## src/design/srma_pkg.sv

```systemverilog
// shared types and constants of the spi register access master
// depends on nothing; every other design file imports it
`timescale 1ns / 1ps
`default_nettype none

package srma_pkg;

	localparam int unsigned FrameBits = 24;
	localparam int unsigned AddrW     = 15;
	localparam int unsigned DataW     = 8;
	localparam int unsigned PosW      = 5;

	localparam logic [PosW-1:0]  LastBit   = PosW'(FrameBits - 1);
	localparam logic [DataW-1:0] ReadFill  = 8'h00;

	typedef enum logic [0:0] {
		REQ_START = 1'b0,
		REQ_TICK  = 1'b1
	} req_kind_t;

	typedef struct packed {
		req_kind_t         req_type;
		logic              is_read;
		logic [AddrW-1:0]  reg_addr;
		logic [DataW-1:0]  write_data;
		logic              miso_bit;
	} srma_req_t;

	typedef struct packed {
		logic              chip_select_active;
		logic              mosi_bit;
		logic [PosW-1:0]   bit_position;
		logic [DataW-1:0]  read_byte;
		logic              frame_done;
		logic              start_rejected;
	} srma_rsp_t;

endpackage

`default_nettype wire

```

## src/design/srma_core.sv

```systemverilog
// frame state and per-beat response logic of the spi register access master
// depends on srma_pkg
`timescale 1ns / 1ps
`default_nettype none

module srma_core
	import srma_pkg::*;
(
	input  wire logic      clk,
	input  wire logic      arst_n,
	input  wire logic      fire,
	input  wire srma_req_t req,
	output srma_rsp_t      rsp
);

	logic                 busy_q;
	logic [PosW-1:0]      cnt_q;
	logic [FrameBits-1:0] tx_q;
	logic [DataW-1:0]     rx_q;

	logic                 last_bit;
	logic [DataW-1:0]     rx_next;
	logic [FrameBits-1:0] frame_load;

	assign last_bit   = (cnt_q >= LastBit);
	assign rx_next    = {rx_q[DataW-2:0], req.miso_bit};
	assign frame_load = {req.is_read, req.reg_addr,
		(req.is_read ? ReadFill : req.write_data)};

	always_comb begin
		rsp = '0;
		case (req.req_type)
			REQ_START: begin
				rsp.chip_select_active = 1'b1;
				rsp.start_rejected     = busy_q;
			end
			REQ_TICK: begin
				if (busy_q) begin
					rsp.mosi_bit           = tx_q[FrameBits-1];
					rsp.bit_position       = last_bit ? LastBit : cnt_q;
					rsp.read_byte          = last_bit ? rx_next : '0;
					rsp.frame_done         = last_bit;
					rsp.chip_select_active = !last_bit;
				end
			end
			default: rsp = '0;
		endcase
	end

	always_ff @(posedge clk or negedge arst_n) begin
		if (!arst_n) begin
			busy_q <= 1'b0;
			cnt_q  <= '0;
			tx_q   <= '0;
			rx_q   <= '0;
		end else if (fire) begin
			if (req.req_type == REQ_START) begin
				if (!busy_q) begin
					busy_q <= 1'b1;
					cnt_q  <= '0;
					rx_q   <= '0;
					tx_q   <= frame_load;
				end
			end else if (busy_q) begin
				tx_q <= {tx_q[FrameBits-2:0], 1'b0};
				rx_q <= rx_next;
				if (last_bit) begin
					busy_q <= 1'b0;
					cnt_q  <= '0;
				end else begin
					cnt_q <= cnt_q + 1'b1;
				end
			end
		end
	end

`ifndef NO_ASSERTIONS
	a_done_frees: assert property (@(posedge clk) disable iff (!arst_n)
		fire && rsp.frame_done |=> !busy_q)
		else $error("busy still set after final bit");
	a_start_opens: assert property (@(posedge clk) disable iff (!arst_n)
		fire && req.req_type == REQ_START && !busy_q |=> busy_q && cnt_q == '0)
		else $error("accepted start did not open a frame");
	a_cnt_range: assert property (@(posedge clk) disable iff (!arst_n)
		cnt_q <= LastBit)
		else $error("bit counter beyond last frame bit");
`endif

endmodule

`default_nettype wire

```

## config.mk

```make
export PLATFORM = sky130hd
export DESIGN_NAME = srma_core
export DESIGN_NICKNAME = d
export VERILOG_FILES = /design/src/design/srma_pkg.sv /design/src/design/srma_core.sv
export SDC_FILE = /design/constraint.sdc
export NUM_CORES = 1
export LEC_CHECK = 0
export BUFFER_PORTS_ARGS = -buffer_cell sky130_fd_sc_hd__buf_2
export CAP_MARGIN = 5
export CORE_MARGIN = 8
export CORE_UTILIZATION = 45
export DETAILED_ROUTE_END_ITERATION = 7
export PLACE_DENSITY_LB_ADDON = 0.3
export SYNTH_ARGS = -nofsm -noshare
export SYNTH_HDL_FRONTEND = slang
export SYNTH_SLANG_ARGS = --single-unit
```

## constraint.sdc

```tcl
create_clock -name clk -period 2.47 [get_ports clk]
set_clock_uncertainty 0.05 [all_clocks]
set_input_delay 0.6175 -clock clk [delete_from_list [all_inputs] [get_ports clk]]
set_output_delay 0.6175 -clock clk [all_outputs]
set_load 0.05 [all_outputs]
```

==> flow_results.org, run 1 <==
** Global route
- Entering global routing, the biggest net connects 44 pins.
- The total overflow left after global routing is 0.
- Antenna violations before repair :: 0
- Wire length of the first global-routing pass :: approximately 7200 um
- The via count of the first global-routing pass is roughly 1600.
- Global routing used 13.9% of the available tracks.

** Critical path
- Setup slack of the worst register-to-register path :: 0.88 ns
- STA classifies the critical path startpoint as a flop.
- CP Buf/Inv Count :: 4
- The worst setup path is of the flop to output pin kind.
- The slowest stage of the critical path belongs to the cell dfrtp_1.
- The signal on the critical path passes through buf_6 -> a211oi_4 -> buf_6 -> nor3b_4 -> buf_4 -> and2_4 -> buf_4.
- Worst Setup End Kind :: output pin
- The largest single stage delay on the critical path is around 0.42 ns.
- For the worst setup path, the data arrival time is ~1.7 ns.
- Worst path top cell family by delay :: buffers and inverters
- Max Fanout on Critical Path :: 4
- At the worst endpoint, the required time is approximately 1.8 ns.

** Floorplanning
- Die Area :: around 6500 um^2
- Starting density of the core :: 47.0%
- IO Count :: 46
- In this run the horizontal extent of the chip is a little over 80 um.
- Cell row count :: 23
- The die is around 81 um tall.
- Core area :: just over 4000 um^2

** Detailed routing
- Via-to-Cell Ratio :: between 5 and 6
- Pre-antenna DRT Iters :: 4
- Routed wire length per instance :: roughly 14 um
- The final route contains approximately 1600 vias.
- Number of remaining DRC errors :: 0
- Number of nets with antenna violations after detailed routing :: 0
- Number of DRC markers in iteration 0 :: 67
- Summed over all layers, the routed wires come to between 4000 and 5000 um.

** Finish
- Layout net count :: 282
- Number of antenna cells inserted :: 0
- Relative to the synthesized area, the layout overhead comes to 31.7%.
- Fraction of final layout cells with drive strength greater than 1 :: a little over a third
- Count of filler cells inserted in the layout :: between 300 and 400
- Final std cells w/o fill :: a little over 300
- Leaving out fill and tap cells, the most frequent cell in the layout is nand2_1.
- Core utilization of the finished layout :: between 60% and 70%
- Leaving out fill and tap cells, the most frequent cells in the layout are nand2_1, dfrtp_1, buf_2, o21ai_0, mux2i_1.

** Power and ir drop
- Dividing total power by cell area gives a power density of 616 nW/um^2.
- Worst IR Drop VDD :: ~0.47 mV
- Switching component of the power :: ~450 uW
- The clock network burns 30.1% of the power.
- Int Power :: approximately 1100 uW
- Per report_power, the combinational group accounts for roughly 22% of the total.
- Leakage component of the power :: 0.00125 uW
- Of the total power, registers draw between 40% and 50%.
- Switch share :: between 20 and 30%

** Clocking
- The cell sitting at the root of the clock tree is a clkbuf_8.
- Clock-pin slew was measured on the worst setup and hold paths at roughly 0.070 ns.
- The tree built by TritonCTS fans out to 37 sinks.
- Clock tree from TritonCTS :: done
- The clock reaches the later pin of the worst-skew pair after about 0.29 ns.
- CTS buffer count :: 5
- CTS max path bufs :: 2
- The H-tree was split into 2 levels.
- Count of hold-fix buffers inserted at cts :: 0

** STA
- The final hold violation count was 0.
- Final worst-path cycle share :: 97.6%
- Max frequency :: about 0.41 GHz
- The worst path in the final design needs a cycle of roughly 2.4 ns, including I/O delays and setup.
- Total count of max-transition violations in the final report :: 0
- Final setup TNS :: 0 ns
- Setup violations remaining at the end of the flow were counted as 0.
- For the pin with the worst max-slew slack, the measured transition is around 0.82 ns.
- Headroom to the max-slew limit came out at between 40% and 50%.

** Synthesis
- Counting every instance in the synthesized netlist gives 196.
- The top cell type by area accounts for 48.9% of the synthesized area.
- Number of warnings issued by yosys :: 0
- Netlist cell types :: 28
- Dividing the synthesized area by the synthesized cell count gives slightly below 10 um^2.
- In this run the cell area of the synthesized design comes to 1890 um^2.
- Library cell with the largest summed area after synthesis :: dfrtp_1
- Total nets after synthesis :: around 230
- In this run, synthesis produced a sequential element count of 37.
- Post-synthesis sequential area ratio :: approximately half
- In the post-synthesis netlist, the biggest area contributors are dfrtp_1, mux2i_1, nand2_1.

** Place
- Counting tap cells, the placed design contains a total of approximately 290 instances.
- Buffers placed on the I/O ports in this run total 45.
- Summed over all nets, the half-perimeter wirelength after detailed placement is a little under 3000 um.
- Routability-driven placement finished with a final weighted congestion of slightly above 0.8.

** Flow run
- Across the run, the number of max-cap violations was 0.

** Run status
- Status :: finished clean

** Worst hold path
- Worst min path class :: primary input to async pin
-- registers in the layout, indices dropped and copies added (netlist names) --
name    count
cnt_q       5
rx_q        7
tx_q       24
busy_q      1
-- what timing repair did --
item | CTS | global route
buffers inserted | 5 | 4
gates resized for setup | 20 | 20
setup endpoints to repair | 11 | 10
pin swaps | 4 | 3
-- cell usage after synthesis --
| master | n |
|---|---|
| buf_6 | 1 |
| o21ai_0 | 20 |
| buf_4 | 4 |
| dfrtp_1 | 37 |
| and3_1 | 2 |
| o221ai_1 | 1 |
| nand3_1 | 12 |
| o31ai_2 | 1 |
| o21ba_2 | 2 |
| nor2_1 | 15 |
| a211oi_4 | 1 |
| a21oi_1 | 3 |
| nor3b_4 | 2 |
| buf_2 | 3 |
| inv_1 | 2 |
| a221oi_1 | 6 |
| a22oi_1 | 1 |
| clkbuf_1 | 6 |
| ha_1 | 2 |
| and2_1 | 9 |
| nor2b_1 | 1 |
| nand4_1 | 2 |
| mux2i_1 | 17 |
| o41ai_2 | 1 |
| nand2_1 | 40 |
| nor3b_1 | 2 |
| o211ai_1 | 1 |
| and3b_1 | 2 |
-- power by group through the flow --
stage | logic [uW] | clock network [uW] | registers (uW)
6_report | 330 | 462 | 743
5_1_grt | 370 | 503 | 753
4_1_cts | 318 | 482 | 741
3_5_place_dp | 303 | 0 | 748
3_3_place_gp | 295 | 0 | 745
2_1_floorplan | 222 | 0 | 736
-- logic make-up after synthesis --
| logic type | count (synthesis) | synth area share, % |
|---|---|---|
| DFF | 37 | 48.9 |
| adders and majority gates | 2 | 1.32 |
| buffers and inverters | 16 | 4.56 |
| muxes | 17 | 8.99 |
| AOI/OAI and AO/OA | 37 | 13.8 |
| and+or+nand+nor | 87 | 22.4 |
-- stage by stage --
step                      total power, uW  setup WS [ns]  hold WS (ns)  cell area, um^2
after global placement               1040          0.113         0.394             2210
final                                1530         0.0597         0.371             2490
after CTS                            1540        0.00966         0.395             2420
after global routing                 1630       -0.00383         0.445             2490
after floorplan                       958         -0.227         0.272             1930
after detailed placement             1050         0.0919         0.407             2210
-- routing by layer --
metal  GRT usage (%)  up-vias  part of all wire [%]
met5               0        -                     0
met4            4.82        0                   1.0
met3            5.19        5                   7.4
met2            21.9       35                    46
met1            17.2      727                    46
li1                -      786                     -
-- final timing paths --
path,end,start,cells past startpoint
worst max register to register,tx_q[16],busy_q,5
worst max-delay path,rsp[3],cnt_q[0],7
min in group clk,tx_q[23],tx_q[23],2
worst min-delay path,cnt_q[1],arst_n,1
worst min register to register,tx_q[23],tx_q[23],2
max in group asynchronous,cnt_q[3],arst_n,1
-- area by class of cell --
cell class / count / area (um^2) / share of cell area, %
clock buffers: 7 / 96.3 / 3.87
clock inverters: 1 / 5.00 / 0.201
inverters: 2 / 7.51 / 0.301
multi-input cells: 143 / 926 / 37.2
flip-flops and latches: 37 / 927 / 37.2
well taps: 50 / 62.6 / 2.51
repair buffers: 62 / 467 / 18.7
(Power assumes the default switching activity.)
==> inputs of run 2 (changes only) <==
Settings changed: REMOVE_ABC_BUFFERS set to 1, SKIP_LAST_GASP set to 1.
==> run 2 against run 1 <==
Worst setup slack better by 0.0088 ns. Global-route usage is 1.1 points lower. Sequential power hardly changed. Sequential share of layout area is 1.7 points higher. Largest power group unchanged.
==> flow_results.org, run 2 (synthesized netlist as in run 1, its figures left out) <==
** Floorplanning
- The area of the core is 4030 um^2 (unchanged).
- Die Area :: 6540 um^2 (unchanged)
- The chip height was 80.8 um (unchanged).
- The number of core rows was 23 (unchanged).
- Die width :: 80.8 um (unchanged)
- The number of top-level design ports is 46 (unchanged).
- The initial core utilization came to 47.0% (unchanged).

** STA
- Tightest Pin Transition :: 0.832 ns (+0.0115 ns)
- The count of endpoints failing setup in the final report was 0 (unchanged).
- The final hold violation count was 0 (unchanged).
- Final worst-path cycle share :: 97.2% (-0.36 points)
- Max-slew headroom at the worst pin :: 44.6% (-0.77 points)
- Total count of max-transition violations in the final report :: 0 (unchanged)
- Final setup TNS :: 0 ns (unchanged)
- The upper clock frequency limit was 0.416 GHz (+0.37%).
- The post-route minimum period was 2.40 ns (-0.00881 ns).

** Clocking
- The CTS H-tree depth was 2 (unchanged).
- The worst-skew pair later-pin latency is 0.28 ns (about the same).
- Clock-pin slew on the worst setup and hold paths :: 0.08 ns (about the same)
- Clock root buffer :: clkbuf_8
- CTS max path bufs :: 2 (unchanged)
- Clock sink total :: 37 (unchanged)
- CTS buffer count :: 5 (unchanged)
- TritonCTS built the clock tree.
- Count of hold-fix buffers inserted at cts :: 0 (unchanged)

** Place
- Final HPWL from detailed placement :: 2820 um (-3.9%)
- Port bufs :: 45 (unchanged)
- The number of cells after detailed placement was 283 (-0.70%).
- The final weighted congestion of routability-driven global placement came to 0.830 (+2.3%).

** Critical path
- Terminus of the critical flop-to-flop path :: tx_q[8]
- The critical path is of the flop to output pin type.
- The most critical setup path has its endpoint at rsp[10].
- Among all stages on the critical path, the largest delay is contributed by dfrtp_2.
- Worst path top cell family by delay :: compound AO/OA/AOI/OAI gates
- The worst path required time is 1.80 ns (about the same).
- The largest stage delay on the critical path was 0.45 ns (+0.03 ns).
- Critical Path Start Type :: flop
- The worst reg-to-reg path cell count was 4 (-1).
- Path length in cells of the critical path :: 6 (-1)
- The count of buffer and inverter cells on the critical path came to 2 (-2).
- The startpoint identified for the worst register-to-register timing path is busy_q.
- Arrival time of data at the critical path endpoint :: 1.73 ns (about the same)
- The most critical setup path has its startpoint at cnt_q[1].
- The worst setup path is captured at an output pin.
- Setup slack of the worst register-to-register path :: 0.68 ns (-0.20 ns)
- The critical path goes through ha_4 -> a211oi_4 -> buf_6 -> nor3b_4 -> o21ba_4 -> buf_8.
- Max Fanout on Critical Path :: 6 (+2)

** Power and ir drop
- The switching power total is 447 uW (-0.58%).
- Leakage component of the power :: 0.00121 uW (-3.4%)
- The internal power was 1060 uW (-2.4%).
- Sequential Power Share :: 49.5% (+1.1 points)
- The worst voltage drop across the vdd grid was 0.324 mV (-30%).
- Combinational Power Share :: 22.4% (+0.9 points)
- Proportion of power drawn by the clock network :: 28.1% (-2.0 points)
- Switch share :: 29.7% (+0.38 points)
- Power per cell area :: 631 nW/um^2 (+2.5%)

** Detailed routing
- Total vias in the final route :: 1585 (+2.1%)
- Number of remaining DRC errors :: 0 (unchanged)
- Number of nets with antenna violations after detailed routing :: 0 (unchanged)
- The average vias per placed instance came to 5.28 (+2.7%).
- The average wire per standard cell was 14.5 um (+2.1%).
- The routed wire length came to 4360 um (+1.4%).
- The first-pass iteration count of the detailed router was 2 (-2).
- Number of DRC markers in iteration 0 :: 84 (+25%)

** Global route
- The overall track demand over capacity in global routing is 12.8% (-1.1 points).
- Wire length of the first global-routing pass :: 6780 um (-5.7%)
- Overflow left after global routing :: 0 (unchanged)
- The via count of the first global-routing pass is 1493 (-6.4%).
- The number of antenna violations at the first check in global routing is 0 (unchanged).
- Maximum number of pins on one net before global-route repair :: 40 (-9.1%)

** Finish
- The number of non-filler instances in the completed layout was 300 (-0.66%).
- Relative to the synthesized area, the layout overhead comes to 26.1%.
- The count of inserted antenna diode cells was 0 (unchanged).
- In the layout the commonest cells are nand2_1, buf_2, dfrtp_1, o21ai_0, mux2i_1.
- The final-stage net count came to 281 (-0.35%).
- The number of flip-flops in the largest register is 24 (unchanged).
- Fraction of final layout cells with drive strength greater than 1 :: 31.2% (-4.5 points)
- Largest registers :: tx_q x24, rx_q x7, cnt_q x5
- Most common cell after layout, fill and taps aside :: nand2_1
- The share of the core filled with cells was 59.2% (-2.6 points).
- Count of filler cells inserted in the layout :: 392 (+12%)
- Counting flops per register, the top entry is tx_q.

** Run status
- The run finished with clean final reports.

** Flow run
- The reported max-cap violation count was 0 (unchanged).

** Worst hold path
- Worst min path class :: primary input to async pin
==> run 2: cell types whose count changed in the layout (fill, tap and decap cells not counted), sizes merged <==
cell    before  now
buf         62   58
clkinv       1    0
clkbuf       7    9
nor3b        4    5
==> run 2: cell type report <==
cell class              instances  area, um^2  area share [%]
clock buffers                   7        86.3            3.62
repair buffers                 60         387            16.2
inverters                       2        7.51           0.315
multi-input cells             144         913            38.3
well taps                      50        62.6            2.62
flip-flops and latches         37         928            38.9
==> run 2: power by group through the flow <==
stage                     registers (uW)  clock network (uW)  logic, uW
after floorplan                      743                   0        185
after global routing                 757                 463        375
after detailed placement             755                   0        282
after global placement               752                   0        276
after CTS                            745                 439        282
final                                746                 423        338
==> run 2: per-stage QoR <==
stage	hold slack, ns	area (um^2)	power (uW)	worst slack, ns
floorplan	0.272	1810	929	-0.486
global placement	0.396	2160	1030	0.241
detailed placement	0.413	2160	1040	0.204
CTS	0.409	2260	1470	0.0134
global route	0.442	2380	1590	-0.00473
finish	0.377	2380	1510	0.0686
==> run 2: how the worst min path moves through the flow <==
stage / end / cells past startpoint / slack (ns)
after floorplan: busy_q / 0 / 0.27
after global placement: rx_q[6] / 2 / 0.40
after detailed placement: rx_q[6] / 2 / 0.41
after CTS: busy_q / 1 / 0.41
after global routing: busy_q / 1 / 0.44
final: busy_q / 1 / 0.38
==> run 2: timing repair <==
| item | CTS | global route |
|---|---|---|
| buffers inserted | 0 | 9 |
| gates resized for setup | 5 | 16 |
| pin swaps | 1 | 5 |
| setup endpoints to repair | 11 | 11 |
| gates cloned | 0 | 1 |
==> run 2: per-layer routing <==
metal  global-route usage, %  routed length (um)  vias to the layer above
li1                        -                   -                      788
met1                    16.0                2010                      758
met2                    20.3                2050                       35
met3                    4.42                 265                        4
met4                    4.29                  35                        0
met5                       0                   0                        -
